File: config.mk
export PLATFORM = sky130hd
export DESIGN_NAME = signal_light_vote_gate
export DESIGN_NICKNAME = d
export VERILOG_FILES = /design/src/design/slvg_pkg.sv /design/src/design/slvg_core.sv /design/src/design/signal_light_vote_gate.sv
export SDC_FILE = /design/constraint.sdc
export NUM_CORES = 1
export LEC_CHECK = 0
export BUFFER_PORTS_ARGS = -buffer_cell sky130_fd_sc_hd__buf_2
export CAP_MARGIN = 15
export CORE_ASPECT_RATIO = 1.75
export CORE_MARGIN = 5
export CORE_UTILIZATION = 50
export CTS_CLUSTER_DIAMETER = 120
export DETAILED_ROUTE_END_ITERATION = 6
export GPL_TIMING_DRIVEN = 0
export PLACE_DENSITY = 0.68
export SLEW_MARGIN = 20
export SYNTH_ARGS = -nofsm -noshare
export SYNTH_HDL_FRONTEND = slang
export SYNTH_HIERARCHICAL = 1
export SYNTH_SLANG_ARGS = --single-unit
File: constraint.sdc
create_clock -name clk -period 8.65 [get_ports clk]
set_input_delay 1.73 -clock clk [delete_from_list [all_inputs] [get_ports clk]]
set_output_delay 1.73 -clock clk [all_outputs]
set_load 0.005 [all_outputs]
File: src/design/slvg_pkg.sv
`timescale 1ns / 1ps

package slvg_pkg;

  localparam int COUNT_WIDTH_DEF = 8;
  localparam int WAYPOINT_W      = 16;
  localparam int WINDOW_W        = 8;
  localparam int CFG_INDEX_W     = 2;
  localparam int CFG_DATA_W      = 16;

  localparam logic [CFG_INDEX_W-1:0] CFG_STOP_POINT_A = 2'd0;
  localparam logic [CFG_INDEX_W-1:0] CFG_STOP_POINT_B = 2'd1;
  localparam logic [CFG_INDEX_W-1:0] CFG_WINDOW_LEN   = 2'd2;

  localparam logic signed [WAYPOINT_W-1:0] STOP_POINT_A_RST = 16'sd10;
  localparam logic signed [WAYPOINT_W-1:0] STOP_POINT_B_RST = 16'sd20;
  localparam logic [WINDOW_W-1:0]          WINDOW_LEN_RST   = 8'd15;

  // The go phase is never held: reaching it clears the whole gate.
  typedef enum logic [1:0] {
    PH_OTHER = 2'b01,
    PH_RED   = 2'b10
  } phase_t;

  typedef struct packed {
    logic                          mode;
    logic signed [WAYPOINT_W-1:0]  waypoint;
    logic                          detected;
    logic                          red_hit;
    logic                          blue_hit;
  } item_t;

  typedef struct packed {
    logic signed [WAYPOINT_W-1:0] stop_point_a;
    logic signed [WAYPOINT_W-1:0] stop_point_b;
    logic [WINDOW_W-1:0]          window_len;
  } cfg_t;

  typedef struct packed {
    logic produce;
    logic runnable;
  } res_t;

endpackage

File: src/design/slvg_core.sv
`timescale 1ns / 1ps

module slvg_core #(
  parameter int COUNT_WIDTH = slvg_pkg::COUNT_WIDTH_DEF
) (
  input  logic           clk,
  input  logic           rst_n,
  input  logic           step,
  input  slvg_pkg::item_t item,
  input  slvg_pkg::cfg_t  cfg,
  output slvg_pkg::res_t  res
);

  localparam int CW    = COUNT_WIDTH;
  localparam int CMP_W = (CW > slvg_pkg::WINDOW_W) ? CW : slvg_pkg::WINDOW_W;
  localparam int RW    = CW + 4;

  logic             armed_r, armed_nxt;
  logic             present_r, present_nxt;
  slvg_pkg::phase_t phase_r, phase_nxt;
  logic [CW-1:0]    frame_r, frame_nxt;
  logic [CW-1:0]    detect_r, detect_nxt;
  logic [CW-1:0]    red_r, red_nxt;
  logic [CW-1:0]    blue_r, blue_nxt;

  logic [CW-1:0]    frame_inc, detect_inc, red_inc, blue_inc;
  logic [CMP_W-1:0] win_ext;
  logic             pres_close, col_close, pres_win, red_win, blue_win, go;

  function automatic logic [CW-1:0] sat_inc(input logic [CW-1:0] v);
    sat_inc = (v == {CW{1'b1}}) ? v : v + 1'b1;
  endfunction

  always_comb begin
    win_ext    = CMP_W'(cfg.window_len);
    frame_inc  = sat_inc(frame_r);
    detect_inc = item.detected ? sat_inc(detect_r) : detect_r;
    red_inc    = item.red_hit ? sat_inc(red_r) : red_r;
    blue_inc   = item.blue_hit ? sat_inc(blue_r) : blue_r;
    pres_close = CMP_W'(frame_inc) >= win_ext;
    col_close  = CMP_W'(detect_inc) >= win_ext;
    pres_win   = (RW'(detect_inc) * RW'(10)) > (RW'(frame_inc) * RW'(7));
    red_win    = (RW'(red_inc) * RW'(5)) > (RW'(detect_inc) * RW'(4));
    blue_win   = (RW'(blue_inc) * RW'(5)) > (RW'(detect_inc) * RW'(4));
    go         = 1'b0;

    armed_nxt   = armed_r;
    present_nxt = present_r;
    phase_nxt   = phase_r;
    frame_nxt   = frame_r;
    detect_nxt  = detect_r;
    red_nxt     = red_r;
    blue_nxt    = blue_r;
    res         = '0;

    if (step) begin
      if (!item.mode) begin
        if (item.waypoint == cfg.stop_point_a || item.waypoint == cfg.stop_point_b) begin
          armed_nxt = 1'b1;
        end else begin
          armed_nxt   = 1'b0;
          present_nxt = 1'b0;
          phase_nxt   = slvg_pkg::PH_OTHER;
          frame_nxt   = '0;
          detect_nxt  = '0;
          red_nxt     = '0;
          blue_nxt    = '0;
        end
      end else if (armed_r && !present_r) begin
        frame_nxt  = frame_inc;
        detect_nxt = detect_inc;
        if (pres_close) begin
          if (pres_win) begin
            present_nxt = 1'b1;
          end else begin
            frame_nxt = '0;
          end
          detect_nxt = '0;
        end
      end else if (armed_r) begin
        res.produce = 1'b1;
        if (item.detected) begin
          detect_nxt = detect_inc;
          red_nxt    = red_inc;
          blue_nxt   = blue_inc;
          if (col_close) begin
            detect_nxt = '0;
            red_nxt    = '0;
            blue_nxt   = '0;
            if (red_win) begin
              phase_nxt = slvg_pkg::PH_RED;
            end else begin
              unique case (phase_r)
                slvg_pkg::PH_RED:   go = blue_win;
                slvg_pkg::PH_OTHER: go = 1'b0;
                default:            go = 1'b0;
              endcase
            end
          end
        end
        if (go) begin
          res.runnable = 1'b1;
          armed_nxt    = 1'b0;
          present_nxt  = 1'b0;
          phase_nxt    = slvg_pkg::PH_OTHER;
          frame_nxt    = '0;
          detect_nxt   = '0;
          red_nxt      = '0;
          blue_nxt     = '0;
        end
      end
    end
  end

  always_ff @(posedge clk) begin
    if (!rst_n) begin
      armed_r   <= 1'b0;
      present_r <= 1'b0;
      phase_r   <= slvg_pkg::PH_OTHER;
      frame_r   <= '0;
      detect_r  <= '0;
      red_r     <= '0;
      blue_r    <= '0;
    end else begin
      armed_r   <= armed_nxt;
      present_r <= present_nxt;
      phase_r   <= phase_nxt;
      frame_r   <= frame_nxt;
      detect_r  <= detect_nxt;
      red_r     <= red_nxt;
      blue_r    <= blue_nxt;
    end
  end

endmodule

File: src/design/signal_light_vote_gate.sv
`timescale 1ns / 1ps
// Channel   Ports                                                  Moves
// input     in_valid, in_stall, in_mode, in_waypoint, in_detected,
//           in_red_hit, in_blue_hit                                one item per transfer
// result    out_valid, out_stall, out_runnable                     zero or one per item
// config    cfg_we, cfg_index, cfg_wdata                           one register per write
//
// An item is registered on transfer and evaluated when it advances from the input register;
// its result, if any, is registered into the output register as the item advances.
// One item per cycle is sustained while the result side does not stall.
// Reset is synchronous and active low; it clears all counters, the arm bit and the phase,
// and loads the register defaults.
// in_stall rises only while an item waits in the input register behind a stalled result.

module signal_light_vote_gate #(
  parameter int COUNT_WIDTH = slvg_pkg::COUNT_WIDTH_DEF
) (
  input  logic                                   clk,
  input  logic                                   rst_n,
  input  logic                                   in_valid,
  output logic                                   in_stall,
  input  logic                                   in_mode,
  input  logic signed [slvg_pkg::WAYPOINT_W-1:0] in_waypoint,
  input  logic                                   in_detected,
  input  logic                                   in_red_hit,
  input  logic                                   in_blue_hit,
  output logic                                   out_valid,
  input  logic                                   out_stall,
  output logic                                   out_runnable,
  input  logic                                   cfg_we,
  input  logic [slvg_pkg::CFG_INDEX_W-1:0]       cfg_index,
  input  logic [slvg_pkg::CFG_DATA_W-1:0]        cfg_wdata
);

  slvg_pkg::cfg_t  cfg_r;
  slvg_pkg::item_t item_r;
  slvg_pkg::res_t  res;
  logic            item_valid_r, item_valid_nxt;
  logic            out_valid_r, out_valid_nxt;
  logic            out_runnable_r;
  logic            advance, in_xfer;

  assign advance  = item_valid_r && (!out_valid_r || !out_stall);
  assign in_stall = item_valid_r && !advance;
  assign in_xfer  = in_valid && !in_stall;

  always_comb begin
    item_valid_nxt = in_xfer || (item_valid_r && !advance);
    if (advance) begin
      out_valid_nxt = res.produce;
    end else begin
      out_valid_nxt = out_valid_r && out_stall;
    end
  end

  always_ff @(posedge clk) begin
    if (!rst_n) begin
      cfg_r.stop_point_a <= slvg_pkg::STOP_POINT_A_RST;
      cfg_r.stop_point_b <= slvg_pkg::STOP_POINT_B_RST;
      cfg_r.window_len   <= slvg_pkg::WINDOW_LEN_RST;
    end else if (cfg_we) begin
      unique case (cfg_index)
        slvg_pkg::CFG_STOP_POINT_A: cfg_r.stop_point_a <= cfg_wdata;
        slvg_pkg::CFG_STOP_POINT_B: cfg_r.stop_point_b <= cfg_wdata;
        slvg_pkg::CFG_WINDOW_LEN:   cfg_r.window_len <= cfg_wdata[slvg_pkg::WINDOW_W-1:0];
        default:                    ;
      endcase
    end
  end

  always_ff @(posedge clk) begin
    if (!rst_n) begin
      item_valid_r <= 1'b0;
      out_valid_r  <= 1'b0;
    end else begin
      item_valid_r <= item_valid_nxt;
      out_valid_r  <= out_valid_nxt;
    end
  end

  always_ff @(posedge clk) begin
    if (in_xfer) begin
      item_r.mode     <= in_mode;
      item_r.waypoint <= in_waypoint;
      item_r.detected <= in_detected;
      item_r.red_hit  <= in_red_hit;
      item_r.blue_hit <= in_blue_hit;
    end
    if (advance) begin
      out_runnable_r <= res.runnable;
    end
  end

  slvg_core #(
    .COUNT_WIDTH(COUNT_WIDTH)
  ) u_core (
    .clk  (clk),
    .rst_n(rst_n),
    .step (advance),
    .item (item_r),
    .cfg  (cfg_r),
    .res  (res)
  );

  assign out_valid    = out_valid_r;
  assign out_runnable = out_runnable_r;

endmodule

==> impl_metrics.xml, run 1 <==
<?xml version="1.0" encoding="UTF-8"?>
<metrics>
  <group name="timing">
    <metric name="finalCriticalPeriod" unit="ps">5870</metric>
    <metric name="report.final.hold_viol_count" unit="">0</metric>
    <metric name="worstMarginPinSlew" unit="ps">702</metric>
    <metric name="grt_setup_unrepaired" unit="">no</metric>
    <metric name="fmaxAchievable" unit="GHz">0.170</metric>
    <metric name="slew_viol_final" unit="">0</metric>
    <metric name="final_min_period_over_clock_period" unit="">0.679</metric>
    <metric name="fin_worst_hold_slack" unit="ps">454</metric>
    <metric name="setup_viol" unit="">0</metric>
    <metric name="slew_headroom" unit="">0.528</metric>
    <metric name="fin_worst_skew" unit="ps">12.3</metric>
    <metric name="fin_setup_tns" unit="ps">0</metric>
  </group>
  <group name="drt">
    <metric name="via_count" unit="">5984</metric>
    <metric name="drt_iter0_markers" unit="">208</metric>
    <metric name="drc_violation_count_after_routing" unit="">0</metric>
    <metric name="wl" unit="um">17300</metric>
    <metric name="vias_per_cell" unit="">5.67</metric>
    <metric name="post_detailed_route_wirelength_per_cell" unit="um">16.4</metric>
    <metric name="antenna_violating_nets_post_route" unit="">0</metric>
    <metric name="drtPass1Iterations" unit="">4</metric>
  </group>
  <group name="floorplan">
    <metric name="core" unit="um2">14400</metric>
    <metric name="placementRows" unit="">58</metric>
    <metric name="floorplan.io_pins" unit="">46</metric>
    <metric name="fp.dieW" unit="um">102</metric>
    <metric name="area_enclosed_by_the_die_boundary" unit="um2">17400</metric>
    <metric name="die-height" unit="um">171</metric>
    <metric name="starting_density_of_the_core" unit="">0.510</metric>
  </group>
  <group name="critical_path">
    <metric name="crit-reg2reg-launch" unit="">u_core/detect_r[0]$_SDFFE_PN0P_</metric>
    <metric name="cp.required" unit="ps">8920</metric>
    <metric name="endpoint_type_of_the_worst_setup_path" unit="">register</metric>
    <metric name="crit_path_max_fanout" unit="">8</metric>
    <metric name="path_class" unit="">reg -&gt; reg</metric>
    <metric name="worst-endpoint-arrival" unit="ps">6150</metric>
    <metric name="timing.critical_path.from" unit="">u_core/detect_r[0]$_SDFFE_PN0P_</metric>
    <metric name="crit_path_start_kind" unit="">register</metric>
  </group>
  <group name="layout">
    <metric name="antenna_cells" unit="">0</metric>
    <metric name="final_area" unit="um2">8140</metric>
    <metric name="stdcell_count" unit="">1055</metric>
    <metric name="drive_above_1_share" unit="">0.113</metric>
    <metric name="area_delta_synth_final" unit="%">10.4</metric>
    <metric name="finalNetCount" unit="">1015</metric>
  </group>
  <group name="cts">
    <metric name="clock_h_tree_levels" unit="">3</metric>
    <metric name="cts_tree" unit="">done</metric>
    <metric name="cts.hold.buffers_added" unit="">0</metric>
    <metric name="cts_repair_resize_count" unit="">0</metric>
    <metric name="clock_path_buffers" unit="">2</metric>
    <metric name="clk_pin_slew" unit="ps">80</metric>
    <metric name="cts_inserted_buffers" unit="">9</metric>
    <metric name="post_cts_buffers" unit="">0</metric>
    <metric name="clk_root_buffer_cell" unit="">sky130_fd_sc_hd__clkbuf_16</metric>
    <metric name="worst_skew_pair.late_latency" unit="ps">350</metric>
    <metric name="cts_sinks" unit="">99</metric>
  </group>
  <group name="power_and_ir_drop">
    <metric name="netSwitchingFraction" unit="">0.274</metric>
    <metric name="clkPwrFrac" unit="">0.403</metric>
    <metric name="p_comb_frac" unit="">0.104</metric>
    <metric name="finalPower" unit="mW">1.01</metric>
    <metric name="power_leakage" unit="nW">3.82</metric>
    <metric name="power.net_switching" unit="mW">0.278</metric>
    <metric name="vdd_ir_drop_max" unit="mV">0.157</metric>
    <metric name="power_report.internal_total" unit="mW">0.736</metric>
    <metric name="power_frac_seq" unit="">0.493</metric>
    <metric name="pwr_density_cell" unit="nW/um2">125</metric>
  </group>
  <group name="logic_synthesis">
    <metric name="synth_area" unit="um2">7370</metric>
    <metric name="synthFlopType" unit="">sky130_fd_sc_hd__dfxtp_1</metric>
    <metric name="share_of_flip_flops_with_an_asynchronous_set_or_reset_after_synthesis" unit="">0</metric>
    <metric name="synth.distinct_cells" unit="">73</metric>
    <metric name="synth.area.top_cells" unit="">sky130_fd_sc_hd__dfxtp_1 21%, sky130_fd_sc_hd__ha_1 15%, sky130_fd_sc_hd__edfxtp_1 8.6%</metric>
    <metric name="syn_nets" unit="">958</metric>
    <metric name="syn-mean-instance-area" unit="um2">9.06</metric>
    <metric name="synthesis.yosys.warnings" unit="">6</metric>
    <metric name="syn-instance-count" unit="">813</metric>
    <metric name="yosys.area.top_type_share" unit="">0.212</metric>
    <metric name="yosys_register_bits" unit="">99</metric>
    <metric name="ys_seq_area_frac" unit="">0.297</metric>
    <metric name="synth_edf_count" unit="">21</metric>
    <metric name="post-synth-top-area-cell" unit="">sky130_fd_sc_hd__dfxtp_1</metric>
  </group>
  <group name="min_path">
    <metric name="worstHoldStart" unit="">u_core/phase_r[1]$_SDFFE_PN0P_</metric>
    <metric name="hold_path_class" unit="">reg -&gt; reg</metric>
  </group>
  <group name="grt">
    <metric name="grt_pass1_wl" unit="um">28600</metric>
    <metric name="via_count_of_the_first_global_routing_pass" unit="">6123</metric>
    <metric name="largest_net_degree_at_the_start_of_global_routing" unit="">21</metric>
    <metric name="grt_use_total" unit="">0.207</metric>
    <metric name="grt_overflow" unit="">0</metric>
    <metric name="initial_antenna_violation_count" unit="">0</metric>
  </group>
  <group name="status">
    <metric name="outcome" unit="">finished clean</metric>
  </group>
  <group name="job">
    <metric name="drv.max_cap_violation_count" unit="">0</metric>
  </group>
  <group name="place">
    <metric name="placedInstanceArea" unit="um2">7830</metric>
    <metric name="placed_cells" unit="">1039</metric>
    <metric name="routabilityCongestion" unit="">0.847</metric>
    <metric name="post-dp-hpwl" unit="um">14100</metric>
    <metric name="buffer_ports.inserted" unit="">45</metric>
  </group>
</metrics>
## layout by cell type, fill, tap and decap left out, types with 8 or more instances in the layout
cell type / synthesis / layout
sky130_fd_sc_hd__o21ai_0: 26 / 26
sky130_fd_sc_hd__xnor2_1: 25 / 25
sky130_fd_sc_hd__a22oi_1: 10 / 10
sky130_fd_sc_hd__and3_1: 8 / 8
sky130_fd_sc_hd__nor2_1: 35 / 35
sky130_fd_sc_hd__edfxtp_1: 21 / 21
sky130_fd_sc_hd__fa_1: 11 / 11
sky130_fd_sc_hd__nor3_1: 9 / 9
sky130_fd_sc_hd__nor2b_1: 17 / 16
sky130_fd_sc_hd__a21oi_1: 39 / 39
sky130_fd_sc_hd__mux2i_1: 42 / 42
sky130_fd_sc_hd__xor2_1: 39 / 39
sky130_fd_sc_hd__nand2_1: 97 / 97
sky130_fd_sc_hd__clkbuf_1: 12 / 12
sky130_fd_sc_hd__ha_1: 91 / 91
sky130_fd_sc_hd__a21o_1: 15 / 15
sky130_fd_sc_hd__nor4_1: 15 / 15
sky130_fd_sc_hd__nand2b_1: 10 / 10
sky130_fd_sc_hd__dfxtp_1: 78 / 78
sky130_fd_sc_hd__buf_2: 6 / 51
sky130_fd_sc_hd__nand3_1: 17 / 17
sky130_fd_sc_hd__o21bai_1: 9 / 9
sky130_fd_sc_hd__o22ai_1: 9 / 9
sky130_fd_sc_hd__clkbuf_16: 0 / 9
sky130_fd_sc_hd__inv_1: 61 / 61
sky130_fd_sc_hd__nand4_1: 19 / 19
## kinds of logic after synthesis
logic type      synth area share
flops                      0.297
simple gates               0.182
xor+xnor                  0.0783
mux                       0.0652
fa+ha+maj                  0.184
buf+inv                   0.0469
compound gates             0.146
## worst max-delay path: stages (launching register included)
cell	delay, ps
sky130_fd_sc_hd__dfxtp_1	370
sky130_fd_sc_hd__ha_1	280
sky130_fd_sc_hd__and4_1	230
sky130_fd_sc_hd__a21boi_0	310
sky130_fd_sc_hd__nand4_1	250
sky130_fd_sc_hd__xnor2_1	530
sky130_fd_sc_hd__ha_1	340
sky130_fd_sc_hd__ha_1	230
sky130_fd_sc_hd__fa_1	410
sky130_fd_sc_hd__a21o_1	200
sky130_fd_sc_hd__a21oi_1	230
sky130_fd_sc_hd__o21bai_1	90
sky130_fd_sc_hd__a21oi_1	180
sky130_fd_sc_hd__xnor2_1	90
sky130_fd_sc_hd__ha_1	290
sky130_fd_sc_hd__nand2_1	100
sky130_fd_sc_hd__nor4_2	520
sky130_fd_sc_hd__o221ai_1	210
sky130_fd_sc_hd__nand4_1	140
sky130_fd_sc_hd__o22ai_1	130
sky130_fd_sc_hd__a31oi_2	300
sky130_fd_sc_hd__nand2_2	180
sky130_fd_sc_hd__o22ai_1	210
## state kept, by name (all words and copies together), names as in the netlist, 2 cells and up
signal,cells
item_r,20
u_core/red_r,8
u_core/phase_r,2
cfg_r,40
u_core/frame_r,8
u_core/detect_r,8
u_core/blue_r,8
## area by class of cell
class	instances	area, um2
tap	180	225
inverter	62	233
multi-input combinational	630	4830
buffer	22	113
clock buffer	9	225
timing repair buffer	46	236
fill	1337	6300
sequential	99	2190
clock inverter	7	77.6
## path summary, 6_finish.rpt
path / to / slack, ps / cells past startpoint
max: u_core/frame_r[0]$_SDFFE_PN0P_ / 2780 / 22
min: u_core/phase_r[1]$_SDFFE_PN0P_ / 450 / 2
max reg2reg: u_core/frame_r[0]$_SDFFE_PN0P_ / 2780 / 22
min reg2reg: u_core/phase_r[1]$_SDFFE_PN0P_ / 450 / 2
## routing by layer
metal | GRT usage | wire, um
met3 | 0.0294 | 363
met4 | 0.0885 | 685
met1 | 0.209 | 6430
met5 | 0 | 0
met2 | 0.406 | 9780
## cells in the mapped netlist, types with 10 or more instances
master and count:
sky130_fd_sc_hd__nand2_1 97, sky130_fd_sc_hd__ha_1 91, sky130_fd_sc_hd__dfxtp_1 78, sky130_fd_sc_hd__inv_1 61, sky130_fd_sc_hd__mux2i_1 42, sky130_fd_sc_hd__a21oi_1 39
sky130_fd_sc_hd__xor2_1 39, sky130_fd_sc_hd__nor2_1 35, sky130_fd_sc_hd__o21ai_0 26, sky130_fd_sc_hd__xnor2_1 25, sky130_fd_sc_hd__edfxtp_1 21, sky130_fd_sc_hd__nand4_1 19
sky130_fd_sc_hd__nand3_1 17, sky130_fd_sc_hd__nor2b_1 17, sky130_fd_sc_hd__a21o_1 15, sky130_fd_sc_hd__nor4_1 15, sky130_fd_sc_hd__clkbuf_1 12, sky130_fd_sc_hd__fa_1 11
sky130_fd_sc_hd__a22oi_1 10, sky130_fd_sc_hd__nand2b_1 10
## power by group through the flow
| stage | logic, mW | registers (mW) | clock network [mW] |
|---|---|---|---|
| finish | 0.106 | 0.500 | 0.409 |
| global route | 0.117 | 0.502 | 0.436 |
| CTS | 0.107 | 0.500 | 0.416 |
| detailed placement | 0.106 | 0.511 | 0 |
| global placement | 0.105 | 0.511 | 0 |
| floorplan | 0.0707 | 0.508 | 0 |
## stage by stage
stage          setup slack (ps)   util
3_5_place_dp               2800  0.542
4_1_cts                    2760  0.563
6_report                   2780  0.563
3_3_place_gp               2830  0.542
5_1_grt                    2160  0.563
2_1_floorplan              3650      -
(Power assumes the default switching activity.)
==> run 2, diff against run 1 <==
ABC_AREA = 1   (was default)
PLACE_DENSITY = 0.7   (was 0.68)
clock period = 4.99 ns   (was 8.65 ns; I/O delays follow)
==> impl_metrics.xml, run 2 <==
<?xml version="1.0" encoding="UTF-8"?>
<metrics>
  <group name="cts">
    <metric name="cts_sinks" unit="">99</metric>
    <metric name="cts_tree" unit="">done</metric>
    <metric name="cts.hold.buffers_added" unit="">0</metric>
    <metric name="clk_root_buffer_cell" unit="">sky130_fd_sc_hd__clkbuf_16</metric>
    <metric name="cts_inserted_buffers" unit="">9</metric>
    <metric name="clk_pin_slew" unit="ps">70</metric>
    <metric name="clock_path_buffers" unit="">2</metric>
    <metric name="clock_h_tree_levels" unit="">3</metric>
    <metric name="worst_skew_pair.late_latency" unit="ps">350</metric>
  </group>
  <group name="logic_synthesis">
    <metric name="synthFlopType" unit="">sky130_fd_sc_hd__dfxtp_1</metric>
    <metric name="syn-instance-count" unit="">1052</metric>
    <metric name="synth-compound-area-share" unit="">0.0983</metric>
    <metric name="synth_area" unit="um2">7720</metric>
    <metric name="synth_edf_count" unit="">21</metric>
    <metric name="ys_seq_area_frac" unit="">0.284</metric>
    <metric name="netlist_top_cells_count" unit="">212 x sky130_fd_sc_hd__nand2_1, 163 x sky130_fd_sc_hd__inv_1, 104 x sky130_fd_sc_hd__nor2_1</metric>
    <metric name="post-synth-top-area-cell" unit="">sky130_fd_sc_hd__dfxtp_1</metric>
    <metric name="synthesis.yosys.warnings" unit="">6</metric>
    <metric name="synth_top_family_by_area" unit="">simple AND/OR/NAND/NOR gates</metric>
    <metric name="share_of_flip_flops_with_an_asynchronous_set_or_reset_after_synthesis" unit="">0</metric>
    <metric name="syn_nets" unit="">1197</metric>
    <metric name="yosys.area.top_type_share" unit="">0.202</metric>
    <metric name="synth.distinct_cells" unit="">45</metric>
    <metric name="adder_and_majority_cell_fraction_of_the_synthesized_area" unit="">0.176</metric>
    <metric name="synth.area.top_cells" unit="">sky130_fd_sc_hd__dfxtp_1 20%, sky130_fd_sc_hd__ha_1 15%, sky130_fd_sc_hd__nand2_1 10%</metric>
    <metric name="synth_simple_gate_area_share" unit="">0.266</metric>
    <metric name="synthXorXnorAreaFrac" unit="">0.0726</metric>
    <metric name="yosys_register_bits" unit="">99</metric>
    <metric name="syn-mean-instance-area" unit="um2">7.34</metric>
    <metric name="muxShareOfSynthArea" unit="">0.00130</metric>
    <metric name="synth.most_common_cell" unit="">sky130_fd_sc_hd__nand2_1</metric>
  </group>
  <group name="critical_path">
    <metric name="crit-reg2reg-launch" unit="">u_core/detect_r[0]$_SDFFE_PN0P_</metric>
    <metric name="r2r_slack" unit="ps">290</metric>
    <metric name="path_class" unit="">reg -&gt; reg</metric>
    <metric name="timing.critical_path.from" unit="">u_core/detect_r[0]$_SDFFE_PN0P_</metric>
    <metric name="crit_path_start_kind" unit="">register</metric>
    <metric name="cp.required" unit="ps">5200</metric>
    <metric name="ff_to_ff_end" unit="">u_core/frame_r[5]$_SDFFE_PN0P_</metric>
    <metric name="endpoint_type_of_the_worst_setup_path" unit="">register</metric>
    <metric name="crit_path_max_fanout" unit="">8</metric>
    <metric name="worst-endpoint-arrival" unit="ps">4910</metric>
    <metric name="ff2ff_path_depth" unit="">25</metric>
  </group>
  <group name="floorplan">
    <metric name="placementRows" unit="">60</metric>
    <metric name="floorplan.io_pins" unit="">46</metric>
    <metric name="starting_density_of_the_core" unit="">0.504</metric>
    <metric name="area_enclosed_by_the_die_boundary" unit="um2">18100</metric>
    <metric name="die-height" unit="um">174</metric>
    <metric name="core" unit="um2">15300</metric>
    <metric name="fp.dieW" unit="um">104</metric>
  </group>
  <group name="status">
    <metric name="outcome" unit="">finished clean</metric>
  </group>
  <group name="drt">
    <metric name="via_count" unit="">6758</metric>
    <metric name="drt_iter0_markers" unit="">218</metric>
    <metric name="drtPass1Iterations" unit="">4</metric>
    <metric name="wl" unit="um">19000</metric>
    <metric name="antenna_violating_nets_post_route" unit="">0</metric>
    <metric name="drc_violation_count_after_routing" unit="">0</metric>
    <metric name="vias_per_cell" unit="">5.19</metric>
    <metric name="post_detailed_route_wirelength_per_cell" unit="um">14.6</metric>
  </group>
  <group name="power_and_ir_drop">
    <metric name="vdd_ir_drop_max" unit="mV">0.187</metric>
    <metric name="finalPower" unit="mW">2.04</metric>
    <metric name="pwr_density_cell" unit="nW/um2">238</metric>
    <metric name="power_leakage" unit="nW">4.51</metric>
  </group>
  <group name="timing">
    <metric name="finalCriticalPeriod" unit="ps">4700</metric>
    <metric name="report.final.hold_viol_count" unit="">0</metric>
    <metric name="fmaxAchievable" unit="GHz">0.213</metric>
    <metric name="slew_viol_final" unit="">0</metric>
    <metric name="fin_worst_skew" unit="ps">7.94</metric>
    <metric name="slew_headroom" unit="">0.321</metric>
    <metric name="worstMarginPinSlew" unit="ps">1020</metric>
    <metric name="setup_ws" unit="ps">287</metric>
    <metric name="fin_worst_hold_slack" unit="ps">459</metric>
    <metric name="fin_setup_tns" unit="ps">0</metric>
    <metric name="final_min_period_over_clock_period" unit="">0.943</metric>
    <metric name="setup_viol" unit="">0</metric>
  </group>
  <group name="min_path">
    <metric name="worstHoldStart" unit="">cfg_r[2]$_SDFFE_PN1P_</metric>
    <metric name="hold_path_class" unit="">reg -&gt; reg</metric>
    <metric name="holdPathEnd" unit="">cfg_r[2]$_SDFFE_PN1P_</metric>
    <metric name="timing.hold.worst_path_depth" unit="">2</metric>
  </group>
  <group name="layout">
    <metric name="finalNetCount" unit="">1256</metric>
    <metric name="fillerInstances" unit="">1500</metric>
    <metric name="layout_commonest_cell" unit="">sky130_fd_sc_hd__nand2_1</metric>
    <metric name="final_area" unit="um2">8610</metric>
    <metric name="area_delta_synth_final" unit="%">11.5</metric>
    <metric name="largestRegisters" unit="">cfg_r (40), item_r (20)</metric>
    <metric name="stdcell_count" unit="">1302</metric>
    <metric name="final_core_utilization" unit="">0.562</metric>
    <metric name="largest_reg_flops" unit="">40</metric>
    <metric name="drive_above_1_share" unit="">0.139</metric>
    <metric name="top_register_by_number_of_flip_flops" unit="">cfg_r</metric>
    <metric name="commonest_cells_after_routing_fill_and_taps_aside" unit="">210 x sky130_fd_sc_hd__nand2_1, 162 x sky130_fd_sc_hd__inv_1, 104 x sky130_fd_sc_hd__nor2_1</metric>
    <metric name="antenna_cells" unit="">0</metric>
  </group>
  <group name="place">
    <metric name="buffer_ports.inserted" unit="">44</metric>
    <metric name="placedInstanceArea" unit="um2">8180</metric>
    <metric name="routabilityCongestion" unit="">0.882</metric>
    <metric name="detailedPlace.worstSlack" unit="ps">-278</metric>
    <metric name="placed_cells" unit="">1282</metric>
    <metric name="post-dp-hpwl" unit="um">15400</metric>
  </group>
  <group name="grt">
    <metric name="grt_use_total" unit="">0.211</metric>
    <metric name="initial_antenna_violation_count" unit="">0</metric>
    <metric name="grt_pass1_wl" unit="um">31100</metric>
    <metric name="via_count_of_the_first_global_routing_pass" unit="">6861</metric>
    <metric name="largest_net_degree_at_the_start_of_global_routing" unit="">21</metric>
    <metric name="grt_overflow" unit="">0</metric>
  </group>
  <group name="job">
    <metric name="drv.max_cap_violation_count" unit="">0</metric>
  </group>
</metrics>
-- run 2: changes by cell type after synthesis, moves of 16 or more --
cell	previous run	this run
sky130_fd_sc_hd__a21oi_1	39	85
sky130_fd_sc_hd__inv_1	61	163
sky130_fd_sc_hd__mux2i_1	42	1
sky130_fd_sc_hd__nand2_1	97	212
sky130_fd_sc_hd__nand2_2	1	17
sky130_fd_sc_hd__nand3_1	17	73
sky130_fd_sc_hd__nor2_1	35	104
sky130_fd_sc_hd__nor2b_1	17	0
-- run 2: layout make-up --
type	instances	area [um2]	share of cell area
Inverter	170	638	0.0741
Multi-Input combinational cell	758	4830	0.561
Buffer	25	153	0.0177
Sequential cell	99	2200	0.255
Timing Repair Buffer	48	250	0.0291
Tap cell	186	233	0.0270
Clock buffer	10	229	0.0266
Clock inverter	6	83.8	0.00974
-- run 2: worst max-delay path by stage --
stage | endpoint | slack [ps] | cells past startpoint
2_1_floorplan | u_core/frame_r[4]$_SDFFE_PN0P_ | 660 | 27
3_3_place_gp | u_core/frame_r[5]$_SDFFE_PN0P_ | -240 | 27
3_5_place_dp | u_core/frame_r[5]$_SDFFE_PN0P_ | -280 | 27
4_1_cts | u_core/frame_r[5]$_SDFFE_PN0P_ | 30 | 23
5_1_grt | u_core/present_r$_SDFFE_PN0P_ | -70 | 27
6_report | u_core/frame_r[5]$_SDFFE_PN0P_ | 290 | 25
-- run 2: routing by layer --
| metal | track usage | up-vias | wire, um |
|---|---|---|---|
| met1 | 0.189 | 3072 | 6470 |
| met3 | 0.0223 | 68 | 461 |
| met2 | 0.433 | 122 | 11000 |
| li1 | - | 3496 | - |
| met5 | 0 | - | 0 |
| met4 | 0.127 | 0 | 1100 |
-- run 2: cells by family after synthesis --
logic type,count (synthesis)
and+or+nand+nor,457
buffers and inverters,195
AOI/OAI and AO/OA,134
adders and majority gates,102
DFF,99
xor gates and xnor gates,64
muxes,1
-- run 2: what timing repair did --
action / 4_1_cts / 5_1_grt
gates resized for setup: 3 / 20
setup buffers: 1 / 3
pin swaps: 0 / 1
endpoints found under the setup margin: 9 / 9
-- run 2: where the power goes --
| group | total [mW] | internal [mW] | switching (mW) |
|---|---|---|---|
| clock network | 0.738 | 0.401 | 0.337 |
| registers | 0.892 | 0.857 | 0.0349 |
| logic | 0.415 | 0.156 | 0.258 |
| total | 2.04 | 1.41 | 0.630 |
-- run 2: critical path, cell delays in order, from the launching register on --
cell and delay (ps):
sky130_fd_sc_hd__dfxtp_2 390, sky130_fd_sc_hd__ha_1 180, sky130_fd_sc_hd__nand2_1 90, sky130_fd_sc_hd__nor2_2 130
sky130_fd_sc_hd__nand2_2 90, sky130_fd_sc_hd__nand2_4 100, sky130_fd_sc_hd__inv_1 110, sky130_fd_sc_hd__nand2_2 120
sky130_fd_sc_hd__xor2_2 210, sky130_fd_sc_hd__inv_2 110, sky130_fd_sc_hd__ha_1 300, sky130_fd_sc_hd__ha_1 230
sky130_fd_sc_hd__fa_1 400, sky130_fd_sc_hd__a21oi_1 150, sky130_fd_sc_hd__o21ai_0 140, sky130_fd_sc_hd__a21o_1 190
sky130_fd_sc_hd__a21oi_1 160, sky130_fd_sc_hd__xnor2_1 110, sky130_fd_sc_hd__ha_1 330, sky130_fd_sc_hd__nand3_2 120
sky130_fd_sc_hd__nor4_2 270, sky130_fd_sc_hd__nand3_1 170, sky130_fd_sc_hd__nand2_2 140, sky130_fd_sc_hd__nand3_4 130
sky130_fd_sc_hd__nand3_1 130, sky130_fd_sc_hd__a21oi_1 70
